## src/rtl/ssg_pkg.sv

```systemverilog
// ----------------------------------------------------------------------------
// ssg_pkg
// Shared types, constants and the direction-number table of the Sobol
// sequence generator.
// ----------------------------------------------------------------------------
package ssg_pkg;

  localparam int MAX_DIMS   = 5;
  localparam int FRAC_W     = 30;
  localparam int DIM_W      = 3;
  localparam int CMD_W      = 2;
  localparam int BIT_W      = $clog2(FRAC_W);
  localparam int SKIP_STEPS = 64;
  localparam int SKIP_W     = $clog2(SKIP_STEPS);

  // command codes
  localparam logic [CMD_W-1:0] CMD_INIT   = 2'd0;
  localparam logic [CMD_W-1:0] CMD_NEXT   = 2'd1;
  localparam logic [CMD_W-1:0] CMD_RANDOM = 2'd2;

  typedef logic [FRAC_W-1:0]            frac_t;
  typedef frac_t [FRAC_W-1:0]           dir_col_t;
  typedef dir_col_t [MAX_DIMS-1:0]      dir_tab_t;

  // primitive polynomials and their degrees
  localparam logic [7:0] POLY_CODE [MAX_DIMS] = '{8'd3, 8'd7, 8'd11, 8'd19, 8'd37};
  localparam int         POLY_DEG  [MAX_DIMS] = '{1, 2, 3, 4, 5};

  typedef enum logic [2:0] {
    ST_IDLE,
    ST_SKIP,
    ST_WALK,
    ST_EMIT,
    ST_ACK
  } ssg_state_t;

  // controller to datapath
  typedef struct packed {
    logic init_clr;
    logic adv;
    logic seed_load;
    logic gray_step;
    logic emit;
    logic ack;
  } ssg_cmd_t;

  // datapath to controller
  typedef struct packed {
    logic seed_ovf;
    logic bit_last;
    logic emit_last;
    logic out_free;
  } ssg_stat_t;

  // Build direction numbers by the polynomial recurrence, initial values 1
  function automatic dir_tab_t build_dir_table();
    dir_tab_t    tab;
    logic [31:0] m [FRAC_W];
    logic [31:0] val;
    logic [7:0]  bits;
    int          d;
    tab = '0;
    for (int i = 0; i < MAX_DIMS; i++) begin
      d = POLY_DEG[i];
      for (int j = 0; j < FRAC_W; j++) begin
        if (j < d) begin
          val = 32'd1;
        end else begin
          bits = POLY_CODE[i];
          val  = m[j-d];
          for (int k = d; k > 0; k--) begin
            if (bits[0]) begin
              val = val ^ (m[j-k] << k);
            end
            bits = bits >> 1;
          end
        end
        m[j]      = val;
        tab[i][j] = FRAC_W'(val << (FRAC_W - 1 - j));
      end
    end
    return tab;
  endfunction

  localparam dir_tab_t DIR_TABLE = build_dir_table();

endpackage

```

## src/rtl/ssg_ctrl.sv

```systemverilog
// ----------------------------------------------------------------------------
// ssg_ctrl
// Command sequencer: accepts commands, runs the init skip steps and the Gray
// code walk, and paces result transfers into the output register.
// ----------------------------------------------------------------------------
module ssg_ctrl (
  input  logic                     clk,
  input  logic                     rst_n,
  input  logic                     in_valid,
  output logic                     in_ready,
  input  logic [ssg_pkg::CMD_W-1:0] in_command,
  input  ssg_pkg::ssg_stat_t       stat,
  output ssg_pkg::ssg_cmd_t        cmd
);
  import ssg_pkg::*;

  ssg_state_t        state_r, state_nxt;
  logic [SKIP_W-1:0] skip_r, skip_nxt;

  // state and skip counter
  always_ff @(posedge clk) begin
    if (!rst_n) begin
      state_r <= ST_IDLE;
      skip_r  <= '0;
    end else begin
      state_r <= state_nxt;
      skip_r  <= skip_nxt;
    end
  end

  // next state and commands
  always_comb begin
    state_nxt = state_r;
    skip_nxt  = skip_r;
    cmd       = '0;
    in_ready  = 1'b0;
    unique case (state_r)
      ST_IDLE: begin
        in_ready = 1'b1;
        if (in_valid) begin
          unique case (in_command)
            CMD_INIT: begin
              cmd.init_clr = 1'b1;
              skip_nxt     = '0;
              state_nxt    = ST_SKIP;
            end
            CMD_NEXT: begin
              cmd.adv   = 1'b1;
              state_nxt = ST_EMIT;
            end
            CMD_RANDOM: begin
              cmd.seed_load = 1'b1;
              state_nxt     = stat.seed_ovf ? ST_EMIT : ST_WALK;
            end
            default: begin
              state_nxt = ST_IDLE;
            end
          endcase
        end
      end
      ST_SKIP: begin
        cmd.adv  = 1'b1;
        skip_nxt = skip_r + 1'b1;
        if (skip_r == SKIP_W'(SKIP_STEPS - 1)) begin
          state_nxt = ST_ACK;
        end
      end
      ST_WALK: begin
        cmd.gray_step = 1'b1;
        if (stat.bit_last) begin
          state_nxt = ST_EMIT;
        end
      end
      ST_EMIT: begin
        if (stat.out_free) begin
          cmd.emit = 1'b1;
          if (stat.emit_last) begin
            state_nxt = ST_IDLE;
          end
        end
      end
      ST_ACK: begin
        if (stat.out_free) begin
          cmd.ack   = 1'b1;
          state_nxt = ST_IDLE;
        end
      end
      default: begin
        state_nxt = ST_IDLE;
      end
    endcase
  end

endmodule

```

## src/rtl/ssg_datapath.sv

```systemverilog
// ----------------------------------------------------------------------------
// ssg_datapath
// Point registers, sequence counter, Gray code walker, dimension count and
// the registered result stage.
// ----------------------------------------------------------------------------
module ssg_datapath (
  input  logic                      clk,
  input  logic                      rst_n,
  input  logic [ssg_pkg::FRAC_W-1:0] in_index,
  input  logic                      cfg_wr_en,
  input  logic [ssg_pkg::DIM_W-1:0] cfg_wr_data,
  input  ssg_pkg::ssg_cmd_t         cmd,
  output ssg_pkg::ssg_stat_t        stat,
  output logic                      out_valid,
  input  logic                      out_ready,
  output logic [ssg_pkg::DIM_W-1:0] out_dim_index,
  output logic [ssg_pkg::FRAC_W-1:0] out_coordinate,
  output logic                      out_last,
  output logic                      out_overflow
);
  import ssg_pkg::*;

  frac_t             point_r [MAX_DIMS];
  frac_t             cnt_r;
  frac_t             gray_r;
  logic [BIT_W-1:0]  bit_r;
  logic [DIM_W-1:0]  emit_idx_r;
  logic              ovf_r;
  logic [DIM_W-1:0]  dims_r;

  logic              out_valid_r;
  logic [DIM_W-1:0]  out_dim_r;
  frac_t             out_coord_r;
  logic              out_last_r;
  logic              out_ovf_r;

  frac_t             zero_pos;
  frac_t             step_dir [MAX_DIMS];
  logic              cnt_full;
  logic [FRAC_W:0]   seed;
  frac_t             seed_gray;
  logic [DIM_W-1:0]  n_act;
  logic              emit_last;
  logic              out_free;

  // pick the direction column at the lowest clear bit of the counter
  assign cnt_full = &cnt_r;
  assign zero_pos = ~cnt_r & (cnt_r + 1'b1);

  always_comb begin
    for (int i = 0; i < MAX_DIMS; i++) begin
      step_dir[i] = '0;
      for (int j = 0; j < FRAC_W; j++) begin
        step_dir[i] = step_dir[i] | (DIR_TABLE[i][j] & {FRAC_W{zero_pos[j]}});
      end
    end
  end

  // seed for random access, offset by the skip steps plus one
  assign seed      = {1'b0, in_index} + (FRAC_W + 1)'(SKIP_STEPS + 1);
  assign seed_gray = seed[FRAC_W-1:0] ^ (seed[FRAC_W-1:0] >> 1);

  // clamp the dimension count
  always_comb begin
    if (dims_r == '0) begin
      n_act = DIM_W'(1);
    end else if (dims_r > DIM_W'(MAX_DIMS)) begin
      n_act = DIM_W'(MAX_DIMS);
    end else begin
      n_act = dims_r;
    end
  end

  assign emit_last = (emit_idx_r == n_act - 1'b1);
  assign out_free  = !out_valid_r || out_ready;

  assign stat.seed_ovf  = seed[FRAC_W];
  assign stat.bit_last  = (bit_r == BIT_W'(FRAC_W - 1));
  assign stat.emit_last = emit_last;
  assign stat.out_free  = out_free;

  // points, counter and walker
  always_ff @(posedge clk) begin
    if (!rst_n) begin
      for (int i = 0; i < MAX_DIMS; i++) begin
        point_r[i] <= '0;
      end
      cnt_r      <= '0;
      gray_r     <= '0;
      bit_r      <= '0;
      emit_idx_r <= '0;
      ovf_r      <= 1'b0;
    end else begin
      if (cmd.init_clr) begin
        for (int i = 0; i < MAX_DIMS; i++) begin
          point_r[i] <= '0;
        end
        cnt_r      <= '0;
        emit_idx_r <= '0;
        ovf_r      <= 1'b0;
      end
      if (cmd.adv) begin
        emit_idx_r <= '0;
        ovf_r      <= cnt_full;
        if (!cnt_full) begin
          for (int i = 0; i < MAX_DIMS; i++) begin
            point_r[i] <= point_r[i] ^ step_dir[i];
          end
          cnt_r <= cnt_r + 1'b1;
        end
      end
      if (cmd.seed_load) begin
        emit_idx_r <= '0;
        ovf_r      <= seed[FRAC_W];
        gray_r     <= seed_gray;
        bit_r      <= '0;
        if (!seed[FRAC_W]) begin
          for (int i = 0; i < MAX_DIMS; i++) begin
            point_r[i] <= '0;
          end
        end
      end
      // fold in one Gray code bit per cycle
      if (cmd.gray_step) begin
        if (gray_r[0]) begin
          for (int i = 0; i < MAX_DIMS; i++) begin
            point_r[i] <= point_r[i] ^ DIR_TABLE[i][bit_r];
          end
        end
        gray_r <= gray_r >> 1;
        bit_r  <= bit_r + 1'b1;
      end
      if (cmd.emit) begin
        emit_idx_r <= emit_idx_r + 1'b1;
      end
    end
  end

  // dimension count register
  always_ff @(posedge clk) begin
    if (!rst_n) begin
      dims_r <= DIM_W'(MAX_DIMS);
    end else if (cfg_wr_en) begin
      dims_r <= cfg_wr_data;
    end
  end

  // result register: hold until transfer, load on emit or acknowledge
  always_ff @(posedge clk) begin
    if (!rst_n) begin
      out_valid_r <= 1'b0;
    end else if (cmd.emit || cmd.ack) begin
      out_valid_r <= 1'b1;
    end else if (out_ready) begin
      out_valid_r <= 1'b0;
    end
  end

  always_ff @(posedge clk) begin
    if (cmd.emit) begin
      out_dim_r   <= emit_idx_r;
      out_coord_r <= point_r[emit_idx_r];
      out_last_r  <= emit_last;
      out_ovf_r   <= ovf_r;
    end else if (cmd.ack) begin
      out_dim_r   <= '0;
      out_coord_r <= '0;
      out_last_r  <= 1'b1;
      out_ovf_r   <= 1'b0;
    end
  end

  assign out_valid      = out_valid_r;
  assign out_dim_index  = out_dim_r;
  assign out_coordinate = out_coord_r;
  assign out_last       = out_last_r;
  assign out_overflow   = out_ovf_r;

endmodule

```

## src/rtl/sobol_sequence_generator.sv

```systemverilog
// Next point: points advance at the accepting edge, then the coordinates load
// into the result register one per cycle while the output is not stalled.
// Random access: Gray code walk (one bit per cycle), then the emit.
// Init: 64 skip steps, one per cycle, then the acknowledgement.
// One command in flight; the next is taken once the last result is loaded.
// Synchronous active-low reset restores the points, counter and dims_in_use = 5.
// ----------------------------------------------------------------------------
// sobol_sequence_generator
// Sobol quasi-random point generator, Gray code scheme, up to five dimensions.
// ----------------------------------------------------------------------------
module sobol_sequence_generator (
  input  logic                      clk,
  input  logic                      rst_n,
  input  logic                      in_valid,
  output logic                      in_ready,
  input  logic [ssg_pkg::CMD_W-1:0] in_command,
  input  logic [ssg_pkg::FRAC_W-1:0] in_index,
  output logic                      out_valid,
  input  logic                      out_ready,
  output logic [ssg_pkg::DIM_W-1:0] out_dim_index,
  output logic [ssg_pkg::FRAC_W-1:0] out_coordinate,
  output logic                      out_last,
  output logic                      out_overflow,
  input  logic                      cfg_wr_en,
  input  logic [ssg_pkg::DIM_W-1:0] cfg_wr_data
);
  import ssg_pkg::*;

  ssg_cmd_t  cmd;
  ssg_stat_t stat;

  // sequencer
  ssg_ctrl u_ctrl (
    .clk        (clk),
    .rst_n      (rst_n),
    .in_valid   (in_valid),
    .in_ready   (in_ready),
    .in_command (in_command),
    .stat       (stat),
    .cmd        (cmd)
  );

  // point state and result stage
  ssg_datapath u_datapath (
    .clk            (clk),
    .rst_n          (rst_n),
    .in_index       (in_index),
    .cfg_wr_en      (cfg_wr_en),
    .cfg_wr_data    (cfg_wr_data),
    .cmd            (cmd),
    .stat           (stat),
    .out_valid      (out_valid),
    .out_ready      (out_ready),
    .out_dim_index  (out_dim_index),
    .out_coordinate (out_coordinate),
    .out_last       (out_last),
    .out_overflow   (out_overflow)
  );

endmodule
```

## config.mk

```make
export PLATFORM = sky130hd
export DESIGN_NAME = sobol_sequence_generator
export DESIGN_NICKNAME = d
export VERILOG_FILES = /design/src/rtl/ssg_pkg.sv /design/src/rtl/ssg_ctrl.sv /design/src/rtl/ssg_datapath.sv /design/src/rtl/sobol_sequence_generator.sv
export SDC_FILE = /design/constraint.sdc
export NUM_CORES = 1
export LEC_CHECK = 0
export BUFFER_PORTS_ARGS = -buffer_cell sky130_fd_sc_hd__buf_2
export CORE_AREA = 2 2 207 209
export DETAILED_ROUTE_END_ITERATION = 8
export DIE_AREA = 0 0 209 211
export PLACE_DENSITY_LB_ADDON = 0.1
export SKIP_CTS_REPAIR_TIMING = 1
export SYNTH_ARGS = -nofsm -noshare
export SYNTH_HDL_FRONTEND = slang
export SYNTH_SLANG_ARGS = --single-unit
```

## constraint.sdc

```tcl
create_clock -name clk -period 12.3 [get_ports clk]
set_clock_uncertainty 0.15 [all_clocks]
set_input_delay 1.845 -clock clk [delete_from_list [all_inputs] [get_ports clk]]
set_output_delay 1.845 -clock clk [all_outputs]
set_load 0.1 [all_outputs]
```

==> results.cfg, run 1 <==
[placed_design]
io_buffers = 76
dp_slack_ps = 6261
gp_congestion = 1.013
post_dp_cell_area_um2 = 23440
dp_hpwl_um = 61430

[clock_network]
cts_root_buffer = clkbuf_16
clock_latency_ps = 610
h-tree-depth = 2
clkSlewWorstSetupHoldPaths_ps = 60
cts_tree = done
clkSinkCount = 408
cts_buffers = 45
clockBufferDepth = 3

[sta]
setup_violations = 0
worst_pin_slew_ps = 1327
post-route-period-util_pct = 46.38
maxSlewViolCount = 0
worst_slack_ps = 6595
rsz0062_at_grt = no
slew_headroom_pct = 10.88
hold_viol_final = 0
fin_tns_setup_ps = 0
fin_crit_ps = 5705
fmax_ghz = 0.1753

[die]
dieArea_um2 = 44100
initial_utilization_pct = 54.55
num_io_pins = 77
dieWidth_um = 209
core_um2 = 41760
num_rows = 75
dieHeight_um = 211

[power_and_ir_drop]
pwr_density_cell_nw_per_um2 = 193.7
max-vdd-ir-drop_mv = 0.1758
p_int_mw = 3.130
pwr-share-comb_pct = 27.8
p_leak_nw = 9.282
power.switching_mw = 1.710
pwr-share-seq_pct = 42.9
p_total_mw = 4.840
p_clk_share_pct = 29.3
sw_frac_of_total_pct = 35.33

[synth]
seq_area_frac_synth_pct = 43.99
yosysWarnings = 0
synth_area_leaders = edfxtp_1, dfxtp_1, a21oi_1
synth_cell_types = 85
ys.flop_type = dfxtp_1
synthArstFlopShare_pct = 0
synthesis.nets = 2556
syn_inst = 2455
synth_edf_count = 185
ys_seq_elements = 408
syn_area_per_cell_um2 = 9.279
synth.largest_area_cell = edfxtp_1
yosysTopAreaCellShare_pct = 24.39
syn-cell-area_um2 = 22780

[layout]
seq_area_um2 = 10020
nets = 2519
fillers = 3558
final_layout_size_suffix_gt1_share_pct = 12.06
fin_area_um2 = 24990
multi_input_area_um2 = 11740
areaGrowthSynthToFinish_pct = 9.689
antenna_cells = 0

[critical_path]
worstSetupEndpointType = flop
ff2ff_setup_slack_ps = 6730
rr_worst_depth = 13
crit_type = primary input to flop
r2r_end = u_datapath.point_r[3][29]
cp.required_ps = 12620
crit_fanout = 19
cp-start-kind = primary input
critPathArrivalTime_ps = 6020
r2r_start = u_datapath.cnt_r[0]

[global_routing]
grt_pass1_vias = 20250
globalRouteTotalUtil_pct = 40.25
grt_overflow = 0
grt_max_degree = 161
grt_pass1_wl_um = 132600
antenna_found_initial = 2

[drt]
detail-route-antenna-nets = 0
dr.pass1.iters = 8
drtIter0Drc = 3542
wire_per_inst_um = 30.26
drc = 0
num_vias = 21700
via_per_inst = 7.248
drt_wl_total_um = 90600

[outcome]
status = complete, no violations

[flow_run]
cap_violations = 0

[hold_path]
min-delay-start = u_datapath.gray_r[3]
holdPathStages = 2
whs_endpoint = u_datapath.gray_r[2]
hold_path.class = flop to flop
-- routing by layer --
layer / up-vias / part of all wire, % / GRT usage (%)
li1: 9302 / - / -
met1: 10600 / 39 / 52.93
met2: 1485 / 43 / 59.93
met3: 311 / 12 / 10.69
met4: 0 / 6.5 / 23.62
met5: - / 0 / 0
-- synth_stat cells (7+ instances only) --
| cell type | number |
|---|---|
| a21oi_1 | 231 |
| nor2_1 | 228 |
| dfxtp_1 | 223 |
| edfxtp_1 | 185 |
| o21ai_0 | 159 |
| nand2_1 | 156 |
| clkbuf_1 | 154 |
| a221oi_1 | 96 |
| nor3_1 | 82 |
| o22a_1 | 82 |
| nand3_1 | 64 |
| inv_1 | 63 |
| ha_1 | 61 |
| a22oi_1 | 49 |
| mux2i_1 | 45 |
| buf_2 | 40 |
| nor4_1 | 36 |
| nand4_1 | 31 |
| o22ai_1 | 31 |
| mux4_2 | 30 |
| or3_1 | 29 |
| xnor2_1 | 28 |
| nor2b_1 | 22 |
| or2_2 | 21 |
| and3_1 | 20 |
| xor2_1 | 18 |
| a31oi_1 | 16 |
| o211ai_1 | 16 |
| a21o_1 | 15 |
| o221ai_1 | 13 |
| a32oi_1 | 12 |
| buf_1 | 12 |
| mux2_2 | 12 |
| and2_1 | 11 |
| o32a_1 | 11 |
| nand2b_1 | 9 |
| o21a_1 | 9 |
| o21ai_1 | 9 |
| or4_1 | 9 |
| a22o_1 | 7 |
-- final cells by class --
type | count | area share, %
sequential | 408 | 40.12
multi-input combinational | 1772 | 46.97
timing repair buffer | 125 | 3.045
tap | 539 | 2.699
clock buffer | 64 | 5.418
clock inverter | 20 | 0.7661
inverter | 66 | 0.9915
-- layout by cell type (no fill, tap or decap), types with 9 or more instances in the layout --
| cell | n |
|---|---|
| a21oi_1 | 230 |
| nor2_1 | 226 |
| dfxtp_1 | 220 |
| edfxtp_1 | 185 |
| o21ai_0 | 159 |
| nand2_1 | 156 |
| a221oi_1 | 96 |
| nor3_1 | 82 |
| o22a_1 | 82 |
| buf_2 | 76 |
| inv_1 | 63 |
| nand3_1 | 62 |
| ha_1 | 61 |
| clkbuf_16 | 50 |
| a22oi_1 | 49 |
| buf_4 | 48 |
| mux2i_1 | 45 |
| nor4_1 | 36 |
| nand4_1 | 31 |
| o22ai_1 | 31 |
| mux4_2 | 30 |
| or3_1 | 29 |
| xnor2_1 | 28 |
| nor2b_1 | 22 |
| or2_2 | 21 |
| and3_1 | 20 |
| xor2_1 | 18 |
| a31oi_1 | 16 |
| o211ai_1 | 16 |
| a21o_1 | 15 |
| o221ai_1 | 13 |
| a32oi_1 | 12 |
| mux2_2 | 12 |
| and2_1 | 11 |
| o32a_1 | 11 |
| clkinv_2 | 10 |
| nand2b_1 | 9 |
| o21a_1 | 9 |
| or4_1 | 9 |
| clkbuf_1 | 9 |
-- cells by family (layout without fill, tap and decap cells) --
| logic type | after synthesis | in the layout | share of synthesized area (%) |
|---|---|---|---|
| compound gates | 821 | 821 | 24.15 |
| xor+xnor | 46 | 46 | 1.769 |
| fa+ha+maj | 61 | 61 | 3.351 |
| buf+inv | 275 | 275 | 4.834 |
| flops | 408 | 408 | 43.99 |
| mux | 87 | 87 | 5.537 |
| simple gates | 757 | 757 | 16.37 |
-- critical path, cell delays in order --
cell      delay, ps
buf_2           120
inv_1            80
ha_1            230
a21o_1          270
a22oi_1         140
nand2_1         100
buf_4           320
inv_1           320
ha_1            540
inv_1           530
o221ai_1        270
a22oi_1         490
o32ai_1         310
or3_1           440
-- worst max-delay path by stage --
stage	start	endpoint	slack, ps	cells after the start
detailed placement	in_command[0]	flop	6260	14
finish	in_command[0]	flop	6600	14
global placement	in_command[0]	flop	6240	14
CTS	in_command[0]	flop	6850	14
floorplan	rst_n	u_datapath.point_r[0][0]	4110	6
global route	in_command[0]	flop	6520	14
-- power groups by stage --
stage	clock network, mW	registers (mW)	logic [mW]
after floorplan	0	2.10	0.914
after global placement	0	2.07	1.28
after detailed placement	0	2.09	1.31
after CTS	1.42	2.06	1.32
after global routing	1.47	2.10	1.44
final	1.42	2.08	1.35
-- per-stage QoR --
step | utilization [%] | hold WS [ps] | std cells
floorplan | - | 275.0 | 2455
global placement | 56.13 | 283.8 | 2910
detailed placement | 56.13 | 304.9 | 2910
CTS | 59.84 | 307.6 | 2994
global route | 59.84 | 319.4 | 2994
finish | 59.84 | 311.5 | 2994
Note: power is estimated with default switching activity, not from simulation.
==> run 2, diff against run 1 <==
ABC_AREA = 1   (was not set)
CORE_AREA = 2 2 212 214   (was 2 2 207 209)
DIE_AREA = 0 0 214 216   (was 0 0 209 211)
clock period = 4.75 ns   (was 12.3 ns; I/O delays follow)
==> run 2 against run 1 <==
Net effect:
- flip-flop and latch count unchanged
- synthesized area grew 4.6%
- sequential share of layout area shrank 1.9 points
- critical path depth up 3
- synthesized cell count rose by 27%
- power rose to 2.6 times the previous value
- setup slack got worse by 5900 ps
- final cell count grew 26%
- cell area up 5.0%
- sequential power rose by 140%
- routed wire length rose by 2.5%
- largest power group unchanged
==> results.cfg, run 2 <==
[synth]
synth_area_leaders = edfxtp_1, dfxtp_1, nand2_1
synthArstFlopShare_pct = 0
synthesis.nets = 3213
synth_top_family_by_area = simple AND/OR/NAND/NOR gates
synth_common_cells = nand2_1, inv_1, nor2_1
seq_area_frac_synth_pct = 42.07
synth_compound_area_share_pct = 8.884
synth_simple_gate_area_share_pct = 26.04
yosys.area_share.adder_pct = 3.205
ys.flop_type = dfxtp_1
synthXorXnorAreaFrac_pct = 12.17
synth.largest_area_cell = edfxtp_1
syn_area_per_cell_um2 = 7.653
syn_inst = 3112
synth_cell_types = 46
synth_most_common_cell = nand2_1
yosysTopAreaCellShare_pct = 23.33
ys_seq_elements = 408
syn-cell-area_um2 = 23820
yosysWarnings = 0
synth_edf_count = 185
synth.mux.area_fraction_pct = 0

[hold_path]
min-delay-start = cfg_wr_data[2]
hold_path.class = primary input to flop
whs_endpoint = u_datapath.dims_r[2]
holdPathStages = 3

[global_routing]
antenna_found_initial = 2
grt_pass1_vias = 21110
globalRouteTotalUtil_pct = 39.62
grt_overflow = 0
grt_max_degree = 148
grt_pass1_wl_um = 136600

[die]
num_io_pins = 77
core_um2 = 43840
initial_utilization_pct = 54.33
dieHeight_um = 216
dieWidth_um = 214
num_rows = 77
dieArea_um2 = 46220

[layout]
final_layout_size_suffix_gt1_share_pct = 7.897
nets = 3255
fillers = 4037
layout_commonest_cell = nand2_1
final_cell_mix = nand2_1, inv_1, nor2_1, xor2_1, dfxtp_1
areaGrowthSynthToFinish_pct = 10.17

[power_and_ir_drop]
p_leak_nw = 12.95
max-vdd-ir-drop_mv = 0.4558
pwr_density_cell_nw_per_um2 = 477.6

[clock_network]
h-tree-depth = 2
clkSinkCount = 408
clockBufferDepth = 3
clkSlewWorstSetupHoldPaths_ps = 60
cts_root_buffer = clkbuf_16
cts_buffers = 45
clock_latency_ps = 620
cts_tree = done

[sta]
setup_violations = 0
fin_tns_setup_ps = 0
fmax_ghz = 0.2469
worst_slack_ps = 699.0
fin_crit_ps = 4051
post-route-period-util_pct = 85.28
rsz0062_at_grt = no
maxSlewViolCount = 0
hold_viol_final = 0
worst_pin_slew_ps = 1240
slew_headroom_pct = 16.58

[drt]
dr.pass1.iters = 8
via_per_inst = 5.968
drc = 0
detail-route-antenna-nets = 0
wire_per_inst_um = 24.54
drt_wl_total_um = 92850
drtIter0Drc = 2934
num_vias = 22580

[critical_path]
crit_type = flop to flop
cp.required_ps = 4950
crit_fanout = 16
r2r_start = u_datapath.cnt_r[0]
startpoint = u_datapath.cnt_r[0]
worstSetupEndpointType = flop
critPathArrivalTime_ps = 4250
ff2ff_setup_slack_ps = 700
r2r_end = u_datapath.point_r[3][12]
rr_worst_depth = 17
cp-start-kind = flop

[placed_design]
io_buffers = 76
gp_congestion = 1.073
dp_hpwl_um = 68490
dp_slack_ps = 381.8

[outcome]
status = complete, no violations

[flow_run]
cap_violations = 0
[run 2: changes by cell type after synthesis, moves of 45 or more]
cell	change
xnor2_1	+53
clkbuf_1	-88
nand3_1	+117
mux2i_1	-45
xor2_1	+232
nand2_1	+729
o22a_1	-82
a221oi_1	-96
a21oi_1	-112
inv_1	+243
[run 2: cell families (layout without fill, tap and decap cells)]
kind of cell / after synthesis / after routing
AO/OA/AOI/OAI: 379 / 379
XOR/XNOR: 331 / 331
adder cells (fa/ha/maj): 61 / 61
buffers and inverters: 451 / 530
flip-flops: 408 / 408
other: 0 / 1
AND/OR/NAND/NOR: 1482 / 1482
[run 2: routing by layer]
| layer | GRT usage, % | up-vias | routed length (um) |
|---|---|---|---|
| met1 | 53.27 | 10680 | 36650 |
| met2 | 59.49 | 1458 | 39910 |
| met3 | 8.316 | 268 | 10170 |
| li1 | - | 10170 | - |
| met5 | 0 | - | 13 |
| met4 | 22.21 | 2 | 6105 |
[run 2: cell type report]
class	count	area (um^2)	share of cell area, %
clock inverter	26	231.5	0.8822
tap	592	740.7	2.823
clock buffer	58	1216	4.635
timing repair buffer	124	778.2	2.966
multi-input combinational	2253	12040	45.87
sequential	408	10020	38.20
inverter	322	1209	4.607
antenna	1	2.502	0.009537
[run 2: worst max-delay path, stage by stage, from the launching register on]
cell	delay, ps
dfxtp_1	350
inv_1	160
nor3_2	80
nand3_1	120
nor3_1	90
nand4_1	150
nor2_1	90
nand3_1	100
nor2_1	60
ha_1	190
buf_4	260
nor2_2	450
inv_1	210
nor4_1	910
buf_4	240
xnor2_1	60
nand2_1	70
nand2_1	60
[run 2: worst max path at each step]
stage | end | slack [ps] | depth (start not counted)
global placement | flop | 370 | 15
global route | u_datapath.point_r[0][29] | 510 | 18
CTS | u_datapath.point_r[0][29] | 860 | 18
detailed placement | flop | 380 | 15
finish | u_datapath.point_r[3][12] | 700 | 17
floorplan | u_datapath.point_r[0][0] | -2940 | 10
[run 2: power breakdown]
group | total [mW] | internal (mW) | switching [mW]
clock network | 3.54 | 1.99 | 1.55
logic | 4.06 | 1.10 | 2.96
registers | 4.93 | 4.35 | 0.583
[run 2: stage by stage]
stage | util [%] | hold WS (ps) | std cells | cell area (um^2) | power (mW)
CTS | 59.85 | 176.0 | 3783 | 26240 | 12.39
global route | 59.85 | 188.6 | 3783 | 26240 | 13.01
global placement | 56.55 | 300.4 | 3699 | 24790 | 8.836
floorplan | - | 286.0 | 3112 | 23860 | 7.695
finish | 59.85 | 187.1 | 3784 | 26240 | 12.53
detailed placement | 56.55 | 326.2 | 3699 | 24790 | 8.893
